--- config.mk ---
export PLATFORM = sky130hd
export DESIGN_NAME = ordered_list_store
export DESIGN_NICKNAME = d
export VERILOG_FILES = /design/src/hw/rtl/ols_pkg.sv /design/src/hw/rtl/ordered_list_store.sv /design/src/hw/rtl/ols_ram.sv /design/src/hw/rtl/ols_ctrl.sv
export SDC_FILE = /design/constraint.sdc
export NUM_CORES = 2
export LEC_CHECK = 0
export ABC_AREA = 1
export BUFFER_PORTS_ARGS = -buffer_cell sky130_fd_sc_hd__buf_2
export CAP_MARGIN = 25
export CORE_AREA = 2 2 486 488
export DETAILED_ROUTE_END_ITERATION = 7
export DIE_AREA = 0 0 488 490
export GPL_TIMING_DRIVEN = 0
export PLACE_DENSITY = 0.63
export SYNTH_ARGS = -nofsm -noshare
export SYNTH_HDL_FRONTEND = slang
export SYNTH_SLANG_ARGS = --single-unit
--- constraint.sdc ---
create_clock -name clk -period 7.2 [get_ports clk]
set_input_delay 0.36 -clock clk [delete_from_list [all_inputs] [get_ports clk]]
set_output_delay 0.36 -clock clk [all_outputs]
set_load 0.005 [all_outputs]
--- src/hw/rtl/ols_pkg.sv ---
// Shared types, sizes and the address helper for the ordered list store.
// Used by ols_ctrl and ordered_list_store; no dependencies.
package ols_pkg;

    localparam int CAPACITY = 64;
    localparam int ADDR_W   = (CAPACITY > 1) ? $clog2(CAPACITY) : 1;
    localparam int CNT_W    = $clog2(CAPACITY + 1);
    localparam int DATA_W   = 32;
    localparam int POS_W    = 8;
    localparam int LEN_W    = 7;
    localparam int CMP_W    = ((POS_W > CNT_W) ? POS_W : CNT_W) + 1;

    typedef enum logic [1:0] {
        REQ_APPEND    = 2'd0,
        REQ_POP_FRONT = 2'd1,
        REQ_POP_REAR  = 2'd2,
        REQ_INSERT    = 2'd3
    } req_t;

    typedef enum logic [2:0] {
        ST_OK      = 3'd0,
        ST_EMPTY   = 3'd1,
        ST_INVALID = 3'd2,
        ST_RANGE   = 3'd3,
        ST_FULL    = 3'd4
    } status_t;

    typedef enum logic [1:0] {
        S_IDLE,
        S_SHIFT,
        S_PLACE,
        S_READ
    } state_t;

    // one access pair for the entry RAM
    typedef struct packed {
        logic              we;
        logic [ADDR_W-1:0] waddr;
        logic [DATA_W-1:0] wdata;
        logic [ADDR_W-1:0] raddr;
    } mem_req_t;

    // result beat handed from the controller to the output register
    typedef struct packed {
        logic              valid;
        status_t           status;
        logic [DATA_W-1:0] removed;
        logic [LEN_W-1:0]  length;
    } res_t;

    // logical index -> physical RAM address (circular, front at head)
    function automatic logic [ADDR_W-1:0] phys_addr(input logic [ADDR_W-1:0] head,
                                                    input logic [CNT_W-1:0]  idx);
        logic [CNT_W:0] sum;
        sum = (CNT_W + 1)'(head) + (CNT_W + 1)'(idx);
        if (sum >= (CNT_W + 1)'(CAPACITY))
        begin
            sum = sum - (CNT_W + 1)'(CAPACITY);
        end
        return ADDR_W'(sum);
    endfunction

endpackage

--- src/hw/rtl/ordered_list_store.sv ---
// Top level of the ordered list store: sequencer, entry RAM, result register.
// Depends on ols_pkg, ols_ctrl and ols_ram.
//
// Bounded list of signed 32-bit values, front first, up to CAPACITY entries.
// Request channel: req_type, item_value and position are taken at a rising
// edge with start high and busy low. Result channel: done is high for one
// cycle with status, removed_value and list_length; there is no back-pressure,
// the receiver must take the beat in that cycle.
// Request timing:
//   append, rejected request, insert at the rear: done in the next cycle,
//     busy stays low, so a request can be issued every cycle.
//   remove front / remove rear: one RAM read in S_READ, then done from the result register.
//   positional insert: S_SHIFT moves every entry from the slot to the rear up
//     by one, then S_PLACE writes the item; the single RAM write port moves one entry per cycle.
// Front removal moves a head pointer in a circular RAM, so it never walks.
// The result register lets a new request be accepted in the cycle its
// predecessor's result is on the ports.
// Reset clears length, head and state; RAM contents are not cleared, only
// entries written since are ever read, so no clearing pass is needed.
module ordered_list_store (
    input  logic                               clk,
    input  logic                               rst_n,
    input  logic                               start,
    output logic                               busy,
    input  logic [1:0]                         req_type,
    input  logic signed [ols_pkg::DATA_W-1:0]  item_value,
    input  logic [ols_pkg::POS_W-1:0]          position,
    output logic                               done,
    output logic [2:0]                         status,
    output logic signed [ols_pkg::DATA_W-1:0]  removed_value,
    output logic [ols_pkg::LEN_W-1:0]          list_length
);
    import ols_pkg::*;

    mem_req_t            mem;
    logic [DATA_W-1:0]   rdata;
    res_t                res;

    logic                done_reg;
    status_t             status_reg;
    logic [DATA_W-1:0]   removed_reg;
    logic [LEN_W-1:0]    length_reg;

    ols_ctrl u_ctrl (
        .clk        (clk),
        .rst_n      (rst_n),
        .start      (start),
        .busy       (busy),
        .req_type   (req_type),
        .item_value (item_value),
        .position   (position),
        .mem        (mem),
        .rdata      (rdata),
        .res        (res)
    );

    // entry store: written by appends, inserts and shifts, read for removals and shifts
    ols_ram #(
        .DEPTH (CAPACITY),
        .WIDTH (DATA_W)
    ) u_ram (
        .clk   (clk),
        .we    (mem.we),
        .waddr (mem.waddr),
        .wdata (mem.wdata),
        .raddr (mem.raddr),
        .rdata (rdata)
    );

    // result beat register
    always_ff @(posedge clk or negedge rst_n)
    begin
        if (!rst_n)
        begin
            done_reg <= 1'b0;
        end
        else
        begin
            done_reg <= res.valid;
        end
    end

    always_ff @(posedge clk)
    begin
        if (res.valid)
        begin
            status_reg  <= res.status;
            removed_reg <= res.removed;
            length_reg  <= res.length;
        end
    end

    assign done          = done_reg;
    assign status        = status_reg;
    assign removed_value = removed_reg;
    assign list_length   = length_reg;

`ifndef NO_ASSERTIONS
    // only a successful removal carries a value
    a_removed_zero: assert property (@(posedge clk) disable iff (!rst_n)
        done && (status != ST_OK) |-> (removed_value == '0))
        else $error("removed_value nonzero on a failed request");

    // an empty report means the list really is empty
    a_empty_len: assert property (@(posedge clk) disable iff (!rst_n)
        done && (status == ST_EMPTY) |-> (list_length == '0))
        else $error("empty status with nonzero length");

    // a full report means the list is at capacity
    a_full_len: assert property (@(posedge clk) disable iff (!rst_n)
        done && (status == ST_FULL) |-> (list_length == LEN_W'(CAPACITY)))
        else $error("full status below capacity");

    // a multi-cycle request never produces a result while still working
    a_no_early_result: assert property (@(posedge clk) disable iff (!rst_n)
        busy && !res.valid |=> !done)
        else $error("result strobed during shift");
`endif

endmodule

--- src/hw/rtl/ols_ram.sv ---
// Generic single-write, single-read synchronous RAM, registered read data.
// No dependencies.
module ols_ram #(
    parameter int DEPTH = 64,
    parameter int WIDTH = 32
) (
    input  logic                                       clk,
    input  logic                                       we,
    input  logic [((DEPTH > 1) ? $clog2(DEPTH) : 1)-1:0] waddr,
    input  logic [WIDTH-1:0]                           wdata,
    input  logic [((DEPTH > 1) ? $clog2(DEPTH) : 1)-1:0] raddr,
    output logic [WIDTH-1:0]                           rdata
);

    logic [WIDTH-1:0] mem [DEPTH];

    always_ff @(posedge clk)
    begin
        if (we)
        begin
            mem[waddr] <= wdata;
        end
    end

    always_ff @(posedge clk)
    begin
        rdata <= mem[raddr];
    end

endmodule

--- src/hw/rtl/ols_ctrl.sv ---
// Request sequencer: decodes requests, walks the entry RAM for shifts,
// keeps length and head pointer. Depends on ols_pkg.
module ols_ctrl (
    input  logic                            clk,
    input  logic                            rst_n,
    input  logic                            start,
    output logic                            busy,
    input  logic [1:0]                      req_type,
    input  logic [ols_pkg::DATA_W-1:0]      item_value,
    input  logic [ols_pkg::POS_W-1:0]       position,
    output ols_pkg::mem_req_t               mem,
    input  logic [ols_pkg::DATA_W-1:0]      rdata,
    output ols_pkg::res_t                   res
);
    import ols_pkg::*;

    state_t             state_reg, state_next;
    logic [CNT_W-1:0]   count_reg, count_next;
    logic [ADDR_W-1:0]  head_reg, head_next;
    logic [CNT_W-1:0]   idx_reg, idx_next;
    logic [CNT_W-1:0]   slot_reg, slot_next;
    logic [DATA_W-1:0]  value_reg, value_next;

    logic               full, empty;
    logic [CNT_W-1:0]   slot_in;

    assign full    = (count_reg >= CNT_W'(CAPACITY));
    assign empty   = (count_reg == '0);
    assign slot_in = CNT_W'(CMP_W'(position) - CMP_W'(1));
    assign busy    = (state_reg != S_IDLE);

    always_ff @(posedge clk or negedge rst_n)
    begin
        if (!rst_n)
        begin
            state_reg <= S_IDLE;
            count_reg <= '0;
            head_reg  <= '0;
        end
        else
        begin
            state_reg <= state_next;
            count_reg <= count_next;
            head_reg  <= head_next;
        end
    end

    always_ff @(posedge clk)
    begin
        idx_reg   <= idx_next;
        slot_reg  <= slot_next;
        value_reg <= value_next;
    end

    always_comb
    begin
        state_next  = state_reg;
        count_next  = count_reg;
        head_next   = head_reg;
        idx_next    = idx_reg;
        slot_next   = slot_reg;
        value_next  = value_reg;
        mem         = '0;
        res.valid   = 1'b0;
        res.status  = ST_OK;
        res.removed = '0;

        unique case (state_reg)
            S_IDLE:
            begin
                if (start)
                begin
                    res.valid = 1'b1;
                    unique case (req_t'(req_type))
                        REQ_APPEND:
                        begin
                            if (full)
                            begin
                                res.status = ST_FULL;
                            end
                            else
                            begin
                                mem.we     = 1'b1;
                                mem.waddr  = phys_addr(head_reg, count_reg);
                                mem.wdata  = item_value;
                                count_next = count_reg + 1'b1;
                            end
                        end
                        REQ_POP_FRONT:
                        begin
                            if (empty)
                            begin
                                res.status = ST_EMPTY;
                            end
                            else
                            begin
                                // front leaves by moving head, no shift
                                res.valid  = 1'b0;
                                mem.raddr  = head_reg;
                                head_next  = phys_addr(head_reg, CNT_W'(1));
                                count_next = count_reg - 1'b1;
                                state_next = S_READ;
                            end
                        end
                        REQ_POP_REAR:
                        begin
                            if (empty)
                            begin
                                res.status = ST_EMPTY;
                            end
                            else
                            begin
                                res.valid  = 1'b0;
                                mem.raddr  = phys_addr(head_reg, count_reg - 1'b1);
                                count_next = count_reg - 1'b1;
                                state_next = S_READ;
                            end
                        end
                        REQ_INSERT:
                        begin
                            if (full)
                            begin
                                res.status = ST_FULL;
                            end
                            else if (position == '0)
                            begin
                                res.status = ST_INVALID;
                            end
                            else if (CMP_W'(position) > CMP_W'(count_reg) + CMP_W'(1))
                            begin
                                res.status = ST_RANGE;
                            end
                            else if (slot_in == count_reg)
                            begin
                                // insert just behind the rear: plain append
                                mem.we     = 1'b1;
                                mem.waddr  = phys_addr(head_reg, count_reg);
                                mem.wdata  = item_value;
                                count_next = count_reg + 1'b1;
                            end
                            else
                            begin
                                res.valid  = 1'b0;
                                value_next = item_value;
                                slot_next  = slot_in;
                                idx_next   = count_reg;
                                mem.raddr  = phys_addr(head_reg, count_reg - 1'b1);
                                state_next = S_SHIFT;
                            end
                        end
                        default:
                        begin
                            res.valid = 1'b0;
                        end
                    endcase
                end
            end

            S_SHIFT:
            begin
                // rdata holds entry idx-1; move it up one, prefetch idx-2
                mem.we    = 1'b1;
                mem.waddr = phys_addr(head_reg, idx_reg);
                mem.wdata = rdata;
                if ((idx_reg - 1'b1) == slot_reg)
                begin
                    state_next = S_PLACE;
                end
                else
                begin
                    mem.raddr = phys_addr(head_reg, idx_reg - CNT_W'(2));
                    idx_next  = idx_reg - 1'b1;
                end
            end

            S_PLACE:
            begin
                mem.we     = 1'b1;
                mem.waddr  = phys_addr(head_reg, slot_reg);
                mem.wdata  = value_reg;
                count_next = count_reg + 1'b1;
                res.valid  = 1'b1;
                state_next = S_IDLE;
            end

            S_READ:
            begin
                res.valid   = 1'b1;
                res.removed = rdata;
                state_next  = S_IDLE;
            end

            default:
            begin
                state_next = S_IDLE;
            end
        endcase

        res.length = LEN_W'(count_next);
    end

endmodule

==> out/results.ini <==
[logic_synthesis]
synth-warning-count = 0
ys_ff_latch = 2184
synth_top_family_by_area = simple AND/OR/NAND/NOR gates
seq_area_frac_synth_pct = 69.9
synthFlopType = edfxtp_1
synthesis.nets = 8773
synthCells = 8680
synth_edf_count = 2136
synth.mux.area_fraction_pct = 0.0107
synthAdderAreaFrac_pct = 0.676
netlist_area_um2 = 93200
synthArstFlopShare_pct = 0.733
synth.distinct_cells = 54
synth_xor_area_share_pct = 0.394
syn_avg_cell_area_um2 = 10.7
synth_compound_area_share_pct = 0.984
synthSimpleGateAreaFrac_pct = 24.0

[route]
drt_iter0_drc = 10800
first_pass_iters = 8
via_per_inst = 5.49
vias = 68700
drc = 2
ant_nets = 0
wl_um = 327000
wire_per_inst_um = 26.1

[clock_tree]
cts_htree_levels = 4
cts.sinks = 2184
cts_buffers = 215
cts_buffer_depth = 3
cts_tree = built
cts_root_buffer = clkbuf_16
clk_latency_ns = 0.91
path_clk_slew_ns = 0.06

[place]
gp_congestion = 1.08
port_buffers = 88
placed_area_um2 = 102000
place_hpwl_um = 234000
placed_cells = 12100

[sta]
finalHoldViolations = 0
slew_headroom_pct = 26.3
max_freq_mhz = 142
finalMaxSlewViolations = 0
fin_setup_tns_ns = 0
setup_violations = 0
fin_crit_sh_pct = 97.5
skew_ns = 0.0668
period_needed_ns = 7.02
worstMarginPinSlew_ns = 1.11
rsz0062_at_grt = no
hold_slack_ns = 0.0633

[die]
rows = 178
start_util_pct = 39.8
die_w_um = 488
ioPinCount = 89
die_area_um2 = 239000
die_h_um = 490
fp.coreArea_um2 = 234000

[global_route]
grt_pass1_wl_um = 457000
track_usage_pct = 26.7
overflow = 0
grt_pass1_vias = 63400
grt_max_degree = 37
antenna_found_initial = 24

[pwr]
p_seq_share_pct = 55.3
clockPowerShare_pct = 44.4
internal_power_uw = 19800
peakVddDrop_mv = 0.278
p_switching_uw = 5010
p_per_area_nw_per_um2 = 228
cellLeakagePower_uw = 0.0424
pwr-share-comb_pct = 0.3
sw_frac_of_total_pct = 20.2

[critical_path]
max_stage_delay_ns = 0.83
reg2regPathDepth = 20
crit_slowest_cell = clkdlybuf4s15_1
cp.arrival_ns = 7.58
critPathLaunchType = flip-flop
critical_path.most_common_cell = nand2_1
crit_chain = inv_1 -> ha_1 -> clkbuf_1 -> clkdlybuf4s15_1 -> clkbuf_1 -> o21ai_0 -> ha_1 -> nand2_1 -> nor2_1 -> a211oi_1 -> nor2_1 -> or2_2 -> a21oi_1 -> xor2_1 -> o22ai_1 -> nand2_1 -> nor2_2 -> nand2_1 -> nor2_4 -> buf_12
required_ns = 7.76
cp_max_fo = 23
endpoint_kind = flip-flop
critical_path_class = flip-flop to flip-flop

[cells_and_area]
top_register = u_ram.mem
design_area_um2 = 109000
area_growth_syn_to_layout_pct = 16.8
fillers = 20900
final_core_util_pct = 46.5
final_nets = 9265
drive_above_1_share_pct = 11.3
layout.cells.non_filler = 12500
largest_register_ffs = 2048

[run_status]
status = finished with violations
violations = design-rule violations

[min_path]
hold_path_depth = 3
hp-class = primary input to flip-flop

[flow_run]
maxCapViolCount = 0

[cell usage after synthesis (4+ instances only)]
cell	n	share of area, %
dfrtp_1	16	0.43
a21oi_1	32	0.17
inv_2	7	0.028
o21ai_1	4	0.021
a31oi_1	32	0.21
buf_1	23	0.093
xnor2_1	11	0.10
nand4_1	13	0.087
clkbuf_1	100	0.40
ha_1	44	0.59
buf_4	36	0.29
o22ai_1	7	0.047
nand2_2	9	0.060
a211oi_1	4	0.032
nor2_1	109	0.44
nand3_2	4	0.043
a22oi_1	7	0.056
dfxtp_1	32	0.69
nand3_1	1521	8.2
inv_1	313	1.3
edfxtp_1	2136	69
a221oi_1	4	0.038
nand2_1	3739	15
o21ai_0	42	0.23
fa_1	4	0.086
xor2_1	31	0.29
buf_2	355	1.9
[metal layers]
layer | vias to the layer above | share of wire [%] | GRT usage, %
met1 | 33200 | 37 | 35.7
met4 | 6 | 5.9 | 13.8
met5 | - | 0.020 | 0
li1 | 30500 | - | -
met3 | 676 | 13 | 6.38
met2 | 4319 | 44 | 40.5
[metrics by stage]
stage / worst slack [ns] / total power [uW]
CTS: 0.303 / 24900
detailed placement: 0.355 / 14100
global placement: -4.96 / 14100
finish: 0.178 / 24800
global route: 0.0651 / 25300
floorplan: 1.97 / 14000
[critical path: cells and delay by family (launching register included)]
kind,cells,cell delay [ns]
fa+ha+maj,2,0.53
buf+inv,5,2.10
flops,1,0.43
xor+xnor,1,0.08
simple gates,8,2.11
compound gates,4,1.35
[cells by family (layout without fill, tap and decap cells)]
logic type	after synthesis	after routing
adders and majority gates	48	48
other	0	9
DFF	2184	2184
buffers and inverters	840	1512
xor gates and xnor gates	42	42
muxes	1	1
AOI/OAI and AO/OA	150	150
and+or+nand+nor	5415	5415
[power groups by stage]
| stage | Clock [uW] | Combinational (uW) | Sequential, uW |
|---|---|---|---|
| finish | 11000 | 80.0 | 13700 |
| global route | 11500 | 86.7 | 13700 |
| CTS | 11100 | 79.1 | 13700 |
| detailed placement | 0 | 62.1 | 14000 |
| global placement | 0 | 60.9 | 14000 |
| floorplan | 0 | 28.4 | 14000 |
[path summary, 6_finish.rpt]
kind                                     startpoint                 end  slack [ns]
worst max-delay path            u_ctrl.state_reg[0]   u_ram.mem[53][18]        0.18
worst min-delay path                    position[4]  u_ctrl.slot_reg[4]        0.06
worst max register to register  u_ctrl.state_reg[0]   u_ram.mem[53][18]        0.18
worst min register to register      u_ram.rdata[31]   removed_value[31]        0.52
max in group asynchronous                     rst_n  u_ctrl.head_reg[1]        5.87
min in group asynchronous                     rst_n                done        0.71
[area by class of cell]
cell class | count | area, um^2 | share of cell area, %
Antenna cell | 9 | 22.5 | 0.0207
Buffer | 517 | 2550 | 2.34
Clock buffer | 281 | 5660 | 5.20
Clock inverter | 116 | 1130 | 1.04
Inverter | 323 | 1210 | 1.11
Multi-Input combinational cell | 5656 | 25300 | 23.2
Sequential cell | 2184 | 65200 | 59.9
Tap cell | 3150 | 3940 | 3.62
Timing Repair Buffer | 275 | 3920 | 3.59
[layout by cell type, fill, tap and decap left out, drive strengths merged, types with 4 or more instances in the layout]
| cell | instances |
|---|---|
| nand2 | 3751 |
| nand4 | 13 |
| dfxtp | 32 |
| dlygate4sd3 | 39 |
| nor3 | 4 |
| clkinv | 91 |
| a221oi | 4 |
| o22ai | 8 |
| a21oi | 35 |
| inv | 330 |
| clkbuf | 380 |
| edfxtp | 2136 |
| xnor2 | 11 |
| nor2 | 113 |
| ha | 44 |
| bufinv | 14 |
| a31oi | 32 |
| diode | 9 |
| clkinvlp | 4 |
| a211oi | 4 |
| dfrtp | 16 |
| a22oi | 7 |
| xor2 | 31 |
| fa | 4 |
| o21ai | 48 |
| buf | 653 |
| nand3 | 1525 |
[what timing repair did]
| action | CTS | global route |
|---|---|---|
| endpoints found under the setup margin | 0 | 48 |
| gates resized for setup | 0 | 2 |
| setup buffers | 0 | 3 |
| endpoints found under the hold margin | 53 | 0 |
| hold buffers | 39 | 0 |
(Power assumes the default switching activity.)
